File: src/rtl/hls_pkg.sv
package hls_pkg;

  // request kinds carried in s_tuser
  typedef enum logic [1:0] {
    OP_TICK  = 2'd0,
    OP_START = 2'd1,
    OP_STOP  = 2'd2,
    OP_NONE  = 2'd3
  } op_t;

  // configuration register indexes
  typedef enum logic [2:0] {
    REG_TARGET_TEMP = 3'd0,
    REG_SPEED_LOW   = 3'd1,
    REG_SPEED_MID   = 3'd2,
    REG_SPEED_HIGH  = 3'd3,
    REG_SPEED_MAX   = 3'd4
  } reg_idx_t;

  // phase codes as reported on the output
  localparam logic [2:0] PH_STANDBY  = 3'd0;
  localparam logic [2:0] PH_FUEL     = 3'd1;
  localparam logic [2:0] PH_IGNITION = 3'd2;
  localparam logic [2:0] PH_WARMUP   = 3'd3;
  localparam logic [2:0] PH_COOLING  = 3'd4;
  localparam logic [2:0] PH_SILENT   = 3'd5;
  localparam logic [2:0] PH_THERMO   = 3'd6;

  // one-hot sequencer state
  typedef enum logic [6:0] {
    S_STANDBY  = 7'b0000001,
    S_FUEL     = 7'b0000010,
    S_IGNITION = 7'b0000100,
    S_WARMUP   = 7'b0001000,
    S_COOLING  = 7'b0010000,
    S_SILENT   = 7'b0100000,
    S_THERMO   = 7'b1000000
  } phase_t;

  // flame threshold and timeouts in milliseconds
  localparam logic signed [10:0] FLAME_HOT = 11'sd45;
  localparam int T_SPINUP = 3000;
  localparam int T_GLOW   = 5000;
  localparam int T_LIGHT  = 30000;
  localparam int T_WARM   = 40000;
  localparam int T_NOREAD = 60000;
  localparam int T_PUMPUP = 90000;

  // reset values of the configuration registers
  localparam logic signed [7:0] TARGET_TEMP_RST = 8'sd20;
  localparam logic [7:0] SPEED_LOW_RST  = 8'd20;
  localparam logic [7:0] SPEED_MID_RST  = 8'd40;
  localparam logic [7:0] SPEED_HIGH_RST = 8'd60;
  localparam logic [7:0] SPEED_MAX_RST  = 8'd100;

  // result item, phase in the lowest bits
  typedef struct packed {
    logic [7:0] rate_value;
    logic       rate_write;
    logic [7:0] speed_value;
    logic       speed_write;
    logic       pump_start;
    logic       ignite_off;
    logic       ignite_on;
    logic       auto_enable;
    logic       engine_start;
    logic       halted;
    logic [2:0] phase;
  } result_t;

  function automatic logic [2:0] phase_code(phase_t p);
    logic [2:0] c;
    unique case (p)
      S_STANDBY:  c = PH_STANDBY;
      S_FUEL:     c = PH_FUEL;
      S_IGNITION: c = PH_IGNITION;
      S_WARMUP:   c = PH_WARMUP;
      S_COOLING:  c = PH_COOLING;
      S_SILENT:   c = PH_SILENT;
      S_THERMO:   c = PH_THERMO;
      default:    c = PH_SILENT;
    endcase
    return c;
  endfunction

endpackage

File: src/rtl/heater_launch_sequencer_top.sv
// a request passes through the input register and then the result register before it is offered
// throughput: one request per cycle while m_tready is high; s_tready follows m_tready
// combinationally, and drops only when the input and result registers both hold a request
// the phase, stop flag and timer update in the one compute stage per request
// rst (synchronous, active high) clears phase to standby, stop flag, timer,
// the pipeline valids, and loads the configuration reset values
module heater_launch_sequencer_top
  import hls_pkg::*;
#(
  parameter int TIMER_BITS = 32
) (
  input  logic        clk,
  input  logic        rst,
  // configuration write port
  input  logic        cfg_we,
  input  logic [2:0]  cfg_addr,
  input  logic [7:0]  cfg_data,
  // input stream
  input  logic        s_tvalid,
  output logic        s_tready,
  input  logic [31:0] s_tdata,  // auto_mode[0], engine_speed_now[8:1], flame_temp[19:9],
                                // space_temp[27:20], zero fill
  input  logic [1:0]  s_tuser,  // op[1:0]
  // output stream
  output logic        m_tvalid,
  input  logic        m_tready,
  output logic [31:0] m_tdata   // phase[2:0], halted[3], engine_start[4], auto_enable[5],
                                // ignite_on[6], ignite_off[7], pump_start[8], speed_write[9],
                                // speed_value[17:10], rate_write[18], rate_value[26:19]
);

  localparam logic [TIMER_BITS-1:0] TMAX      = '1;
  localparam logic [TIMER_BITS-1:0] LIM_SPIN  = TIMER_BITS'(T_SPINUP);
  localparam logic [TIMER_BITS-1:0] LIM_GLOW  = TIMER_BITS'(T_GLOW);
  localparam logic [TIMER_BITS-1:0] LIM_LIGHT = TIMER_BITS'(T_LIGHT);
  localparam logic [TIMER_BITS-1:0] LIM_WARM  = TIMER_BITS'(T_WARM);
  localparam logic [TIMER_BITS-1:0] LIM_NORD  = TIMER_BITS'(T_NOREAD);
  localparam logic [TIMER_BITS-1:0] LIM_PUMP  = TIMER_BITS'(T_PUMPUP);

  // configuration registers
  logic signed [7:0] target_temp;
  logic [7:0] speed_low, speed_mid, speed_high, speed_max;

  always_ff @(posedge clk) begin
    if (rst) begin
      target_temp <= TARGET_TEMP_RST;
      speed_low   <= SPEED_LOW_RST;
      speed_mid   <= SPEED_MID_RST;
      speed_high  <= SPEED_HIGH_RST;
      speed_max   <= SPEED_MAX_RST;
    end else if (cfg_we) begin
      case (reg_idx_t'(cfg_addr))
        REG_TARGET_TEMP: target_temp <= cfg_data;
        REG_SPEED_LOW:   speed_low   <= cfg_data;
        REG_SPEED_MID:   speed_mid   <= cfg_data;
        REG_SPEED_HIGH:  speed_high  <= cfg_data;
        REG_SPEED_MAX:   speed_max   <= cfg_data;
        default: ;
      endcase
    end
  end

  // input register stage
  logic              in_valid;
  op_t               in_op;
  logic              in_auto;
  logic [7:0]        in_eng;
  logic signed [10:0] in_flame;
  logic signed [7:0] in_space;
  logic              advance;

  logic    out_valid;
  result_t out_res;

  assign advance  = in_valid && (!out_valid || m_tready);
  assign s_tready = !in_valid || advance;

  always_ff @(posedge clk) begin
    if (rst) begin
      in_valid <= 1'b0;
    end else if (s_tready) begin
      in_valid <= s_tvalid;
    end
  end

  always_ff @(posedge clk) begin
    if (s_tvalid && s_tready) begin
      in_op    <= op_t'(s_tuser);
      in_auto  <= s_tdata[0];
      in_eng   <= s_tdata[8:1];
      in_flame <= s_tdata[19:9];
      in_space <= s_tdata[27:20];
    end
  end

  // sequencer state
  phase_t                phase_st, phase_next;
  logic                  stop_flag, stop_next;
  logic [TIMER_BITS-1:0] timer, timer_next, t_inc;
  result_t               res;
  logic                  space_warm, space_cold, run_ok;

  assign t_inc      = (timer == TMAX) ? timer : timer + 1'b1;
  assign space_warm = in_space >= target_temp;
  // hysteresis band: cold means space <= target - 2
  assign space_cold = 10'(signed'(in_space)) <= 10'(signed'(target_temp)) - 10'sd2;
  assign run_ok     = in_auto && !stop_flag;

  // next state and command pulses for the request in the input register
  always_comb begin
    phase_next = phase_st;
    stop_next  = stop_flag;
    timer_next = timer;
    res        = '0;
    case (in_op)
      OP_START: begin
        stop_next = 1'b0;
        if (phase_st == S_STANDBY) begin
          phase_next = S_COOLING;
          timer_next = '0;
        end
      end
      OP_STOP: begin
        stop_next  = 1'b1;
        phase_next = S_STANDBY;
        timer_next = '0;
      end
      OP_TICK: begin
        timer_next = t_inc;
        unique case (phase_st)
          S_STANDBY: begin
            if (run_ok) begin
              if ((in_flame == 11'sd0 && t_inc > LIM_NORD) ||
                  (in_flame != 11'sd0 && in_flame >= FLAME_HOT)) begin
                res.speed_write = 1'b1;
                res.speed_value = speed_max;
                if (space_warm) begin
                  phase_next = S_THERMO;
                  timer_next = '0;
                end
              end else if (in_flame != 11'sd0 && t_inc > LIM_PUMP) begin
                res.rate_write = 1'b1;
                res.rate_value = speed_high;
              end
            end
          end
          S_FUEL: begin
            if (t_inc > LIM_LIGHT) begin
              res.ignite_off = 1'b1;
              res.rate_write = 1'b1;
              res.rate_value = speed_low;
              phase_next     = S_WARMUP;
              timer_next     = '0;
            end
          end
          S_IGNITION: begin
            if (t_inc > LIM_GLOW) begin
              res.pump_start = 1'b1;
              res.rate_write = 1'b1;
              res.rate_value = speed_mid;
              phase_next     = S_FUEL;
              timer_next     = '0;
            end
          end
          S_WARMUP: begin
            if (t_inc > LIM_WARM) begin
              res.speed_write = 1'b1;
              res.speed_value = speed_max;
              res.rate_write  = 1'b1;
              res.rate_value  = speed_low;
              phase_next      = S_STANDBY;
              timer_next      = '0;
            end
          end
          S_COOLING: begin
            res.engine_start = 1'b1;
            res.auto_enable  = 1'b1;
            if (t_inc > LIM_SPIN) begin
              res.ignite_on = 1'b1;
              phase_next    = S_IGNITION;
              timer_next    = '0;
            end
          end
          S_THERMO: begin
            if (run_ok) begin
              if (space_warm) begin
                if (in_eng != speed_mid) begin
                  res.speed_write = 1'b1;
                  res.speed_value = speed_mid;
                end
              end else if (space_cold) begin
                if (in_eng != speed_high) begin
                  res.speed_write = 1'b1;
                  res.speed_value = speed_high;
                end
              end
            end
          end
          S_SILENT: ;
          default: ;
        endcase
      end
      default: ;
    endcase
    res.phase  = phase_code(phase_next);
    res.halted = stop_next;
  end

  always_ff @(posedge clk) begin
    if (rst) begin
      phase_st  <= S_STANDBY;
      stop_flag <= 1'b0;
      timer     <= '0;
    end else if (advance) begin
      phase_st  <= phase_next;
      stop_flag <= stop_next;
      timer     <= timer_next;
    end
  end

  // result register
  always_ff @(posedge clk) begin
    if (rst) begin
      out_valid <= 1'b0;
    end else if (advance) begin
      out_valid <= 1'b1;
    end else if (m_tready) begin
      out_valid <= 1'b0;
    end
  end

  always_ff @(posedge clk) begin
    if (advance) begin
      out_res <= res;
    end
  end

  assign m_tvalid = out_valid;
  assign m_tdata  = {5'b0, out_res};

  // a halted sequencer always sits in standby
  a_halt_standby: assert property (@(posedge clk) disable iff (rst)
    out_valid |-> (!out_res.halted || out_res.phase == PH_STANDBY))
    else $error("halted result outside standby");

  // ignition pulse only on the move into ignition
  a_ignite_phase: assert property (@(posedge clk) disable iff (rst)
    out_valid && out_res.ignite_on |-> out_res.phase == PH_IGNITION)
    else $error("ignite_on without ignition phase");

  // every phase change restarts the timer
  a_timer_restart: assert property (@(posedge clk) disable iff (rst)
    (phase_st != $past(phase_st)) |-> timer == '0)
    else $error("timer not cleared on phase change");

  // unused value fields read as zero
  a_values_zero: assert property (@(posedge clk) disable iff (rst)
    out_valid |-> ((out_res.speed_write || out_res.speed_value == 8'd0) &&
                   (out_res.rate_write || out_res.rate_value == 8'd0)))
    else $error("value field set without its write flag");

endmodule

File: config.mk
export PLATFORM = sky130hd
export DESIGN_NAME = heater_launch_sequencer_top
export DESIGN_NICKNAME = d
export VERILOG_FILES = /design/src/rtl/hls_pkg.sv /design/src/rtl/heater_launch_sequencer_top.sv
export SDC_FILE = /design/constraint.sdc
export NUM_CORES = 1
export LEC_CHECK = 0
export ABC_CLOCK_PERIOD_IN_PS = 4300
export BUFFER_PORTS_ARGS = -buffer_cell sky130_fd_sc_hd__buf_4
export CAP_MARGIN = 0
export CORE_MARGIN = 8
export CORE_UTILIZATION = 60
export DETAILED_ROUTE_END_ITERATION = 16
export GPL_TIMING_DRIVEN = 0
export HOLD_SLACK_MARGIN = 0.05
export PLACE_DENSITY = 0.88
export SYNTH_ARGS = -nofsm -noshare
export SYNTH_HDL_FRONTEND = slang
export SYNTH_SLANG_ARGS = --single-unit
File: constraint.sdc
create_clock -name clk -period 4.3 [get_ports clk]
set_input_delay 1.29 -clock clk [delete_from_list [all_inputs] [get_ports clk]]
set_output_delay 1.29 -clock clk [all_outputs]
set_load 0.01 [all_outputs]
* Yosys cells after proc, flatten, opt, wreduce, memory -nomap -nowiden *
Index checks and enable logic that the tools add are counted.

storage, ports and cells
  flip-flop bits (word level) = 139
  latch bits = 0
  memory bits (writable) = 0
  memory bits (read-only) = 0
  input port bits = 50
  output and inout bits = 34
  logic and storage cells = 129
  memories = 0

operators by class
  add/sub/neg operators = 2
  multiply operators = 0
  divide/modulo/power cells = 0
  $lt $le $gt $ge = 9
  equal/unequal tests = 22
  shifts and indexed selects = 0
  multiplexer cells = 43
  bitwise gates (word level) = 0
  reductions and logical operators = 27

operators by type and width
  kind                                                                                count
  32-bit two-way mux                                                                  9
  32-bit case mux with 5 select lines                                                 1
  32-bit case mux with 3 select lines                                                 1
  9-bit two-way mux                                                                   10
  32-bit by 16-bit greater-than comparator with 1-bit output (second input constant)  2
  7-bit two-way mux                                                                   8
  18-bit two-way mux                                                                  2
  9-bit case mux with 4 select lines                                                  1
  7-bit case mux with 5 select lines                                                  1
  32-bit by 1-bit adder with 32-bit output (second input constant)                    1
  32-bit equality test (second input constant)                                        1
  32-bit by 12-bit greater-than comparator with 1-bit output (second input constant)  1
  32-bit by 13-bit greater-than comparator with 1-bit output (second input constant)  1
  32-bit by 15-bit greater-than comparator with 1-bit output (second input constant)  1
  32-bit by 17-bit greater-than comparator with 1-bit output (second input constant)  1
  9-bit case mux with 3 select lines                                                  1
  7-bit case mux with 3 select lines                                                  1
  3-bit case mux with 6 select lines                                                  1
  8-bit != test                                                                       2
  2-bit AND reduction                                                                 8
  7-bit by 1-bit equality test with 1-bit output (second input constant)              2
  7-bit by 2-bit equality test with 1-bit output (second input constant)              2
  7-bit by 3-bit equality test with 1-bit output (second input constant)              2
  7-bit by 4-bit equality test with 1-bit output (second input constant)              2
  25 further kinds                                                                    41

* Longest topological paths before layout *
  depth in word-level cells = 11
  gate-level depth with buffers = 18
  depth with buffers taken out = 15

* Worst setup path before layout *
OpenSTA, ideal clock, no wires.

  kind = register -> register
  start point = register timer[4]
  end point = register out_res (netlist bit m_tdata[1]) (data pin)
  setup time = 0.260 ns
  data arrival time = 3.588 ns
  data required time = 4.040 ns
  setup slack = 0.451 ns
  stages on the path, launching flop included = 16
  path buffers = 4
  clock period less this slack = 3.849 ns
  cell sequence = dfxtp_1 -> buf_4 -> nand4_2 -> clkbuf_1 -> nor4_1 -> o2111ai_2 -> xnor2_1 -> nor4_2 -> nand3_2 -> or4b_4 -> nand2_2 -> o21ai_2 -> buf_6 -> clkbuf_1 -> o2111ai_1 -> a21oi_1

RTL lines
  element                 line                                source
  start, declared         heater_launch_sequencer_top.sv:99   logic [TIMER_BITS-1:0] timer, timer_next, t_inc;
  start signal, assigned  heater_launch_sequencer_top.sv:217  timer <= timer_next;
  end signal, assigned    heater_launch_sequencer_top.sv:234  out_res <= res;
  end, declared           heater_launch_sequencer_top.sv:73   result_t out_res;

==> metrics.txt <==
Row Count between 40 and 50; Setup crit end kind register; Port-buffer cells 73; setup ws final 0.0394 ns; DRT iter0 DRCs around 1300; WL per Instance 20.5 um; fmax 0.235 GHz; Yosys cell types 86; vias in the first global route 8113; Pwr per Cell Area 327 nW/um^2; register bit total from synthesis 138; synthesized area per cell 8.64 um^2; Clk pwr share between 40% and 50%; TritonCTS buffer count 17; DP Wirelength 18.7 mm; fraction of registers with async set/reset 0%; Chip Width 136 um; routed vias 8520; pin count of the biggest net entering global routing 36; Reg2Reg Setup Slack 0.04 ns; synthesized instance count 998; Setup Skew 0.00996 ns; nets 1181; Pins Over Slew Limit 0; Initial Util 60.5%; IO Count 84; Tot Pwr 3.42 mW; logic gate share of total power roughly a tenth; Post-synth EDFFs 56; max-cap viol count 0; initial antenna violation count 0; antenna diode count 0; clk sink count ~140; Final TNS setup 0 ns; Commonest cells post-synth nand2_1 (104), nor2_1 (99), a21oi_1 (83), dfxtp_1 (82), edfxtp_1 (56); worst min path class reg -> reg; Final Cycle Share 99.1%; Hold Path Depth 2; Synth Flop Type dfxtp_1; Critical Path Start timer[2]; clk buf depth 2; Max H-tree Level 4; ANT nets after route 0; post-route DRC violation count 0; CTS hold repair buffers 0; HP Start speed_max[7]; Synth warnings 0; final setup vio count 0; worst slack at placement -0.468 ns; first-pass GRT wire length 41.9 mm; Worst EP required 4.49 ns; layout cells sized above 1 19.6%; CTS tree built; crit-path max FO 10; RSZ-0062 raised after global routing yes; gr usage total between 20% and 30%; Detailed Routing Iterations Pass 1 8; root cell of the clock tree clkbuf_16; drt total wl 26.8 mm; Placer Congestion between 0.9 and 1; Syn Std Cell Area about 8600 um^2; Max VDD drop 307 uV; normalized max-slew margin 16.3%; total grt overflow 0; Seq/Total Area, Yosys around 39%; top-count cell post-synth nand2_1; net switching power 0.871 mW; CP Class reg -> reg; worst skew pair latency 0.44 ns; post-layout minimum cycle time 4.26 ns; synth top area cells edfxtp_1 (20%), dfxtp_1 (19%), a21oi_1 (4.8%); Worst Setup Start Kind register; Synth area leader edfxtp_1; status completed; switching power share of the total 25.5%; share of power burned in registers a little over two fifths; Core Footprint between 10000 and 15000 um^2; worst r2r path cells 17; Worst Tran Pin Value 1.25 ns; die area 18500 um^2; final hold vios 0; internal power 2.55 mW; Vias/cell 6.52; Static Leak 3.87 nW; post-synth top area share between 10% and 20%; Reg-to-Reg Start timer[2]; die height approximately 140 um; Worst-path clk slew ~0.07 ns; WP data arrival 4.45 ns; Area growth syn-to-layout 21.3%
[cells by family (layout without fill, tap and decap cells)]
| kind of cell | count (synthesis) | in the layout | share of synthesized area, % |
|---|---|---|---|
| flip-flops | 138 | 138 | 38.6 |
| buffers and inverters | 92 | 212 | 4.86 |
| AO/OA/AOI/OAI | 243 | 243 | 19.1 |
| multiplexers | 26 | 26 | 3.05 |
| adder cells (fa/ha/maj) | 22 | 22 | 3.19 |
| other | 1 | 5 | 0.0435 |
| XOR/XNOR | 48 | 48 | 4.88 |
| AND/OR/NAND/NOR | 428 | 428 | 26.3 |
[through the flow]
step	util, %	hold WS (ns)	cells	instance area (um^2)
floorplan	-	0.437	1002	8630
global placement	66.0	0.443	1259	9410
detailed placement	66.0	0.450	1259	9410
CTS	71.6	0.458	1295	10200
global route	73.3	0.478	1306	10500
finish	73.3	0.459	1306	10500
[sequential cells by signal (all words and copies together) (netlist names)]
| name | flops |
|---|---|
| in_flame | 11 |
| in_op | 2 |
| speed_low | 8 |
| phase_st | 7 |
| stop_flag | 1 |
| target_temp | 8 |
| speed_mid | 8 |
| in_eng | 8 |
| in_space | 8 |
| speed_max | 8 |
| timer | 32 |
| m_tvalid | 1 |
| m_tdata | 26 |
| in_auto | 1 |
| speed_high | 8 |
| in_valid | 1 |
[area by class of cell]
class / instances / area (um^2)
Multi-Input combinational cell: 772 / 5130
Fill cell: 1025 / 3810
Sequential cell: 138 / 3320
Timing Repair Buffer: 89 / 668
Clock buffer: 18 / 439
Buffer: 68 / 357
Tap cell: 184 / 230
Clock inverter: 14 / 208
Inverter: 23 / 90.1
[power by group through the flow]
stage	logic (mW)	clock network, mW	registers [mW]
global placement	0.329	0	1.46
floorplan	0.204	0	1.46
global route	0.384	1.67	1.44
detailed placement	0.339	0	1.46
CTS	0.344	1.61	1.44
finish	0.357	1.62	1.44
[per-layer routing]
| layer | GRT usage, % | share of wire (%) |
|---|---|---|
| met2 | 45.0 | 47 |
| met4 | 12.7 | 3.1 |
| met1 | 36.4 | 39 |
| met3 | 7.61 | 11 |
| met5 | 0 | 0 |
[path summary, 6_finish.rpt]
path                        to
setup / recovery    m_tdata[1]
hold / removal    speed_max[7]
setup reg to reg    m_tdata[1]
hold reg to reg   speed_max[7]
[what timing repair did]
| action | CTS | global route |
|---|---|---|
| setup endpoints to repair | 47 | 53 |
| buffers inserted | 4 | 12 |
| resized for setup | 20 | 43 |
| pin swaps | 3 | 13 |
[worst max-delay path, stage by stage (launching register included)]
cell	delay (ns)
dfxtp_1	0.30
buf_2	0.18
and4_1	0.18
buf_2	0.23
and4_2	0.31
clkbuf_4	0.25
a21oi_1	0.10
o32a_1	0.32
or2_0	0.24
o41ai_1	0.32
a41oi_1	0.12
o31a_1	0.33
o21ai_4	0.23
o21ai_2	0.14
buf_6	0.18
clkbuf_4	0.22
o2111ai_1	0.25
a21oi_1	0.08
[cells in the final DEF (no fill, tap or decap), types with 26 or more instances in the layout]
| cell type | synthesis | final |
|---|---|---|
| nor3_1 | 29 | 26 |
| clkbuf_1 | 40 | 33 |
| buf_4 | 13 | 101 |
| dfxtp_1 | 82 | 81 |
| o21ai_0 | 38 | 37 |
| a21oi_1 | 83 | 78 |
| edfxtp_1 | 56 | 56 |
| nand3_1 | 43 | 43 |
| nand2_1 | 104 | 104 |
| nor2_1 | 99 | 98 |
No activity file was read; power rests on OpenSTA's default activity.
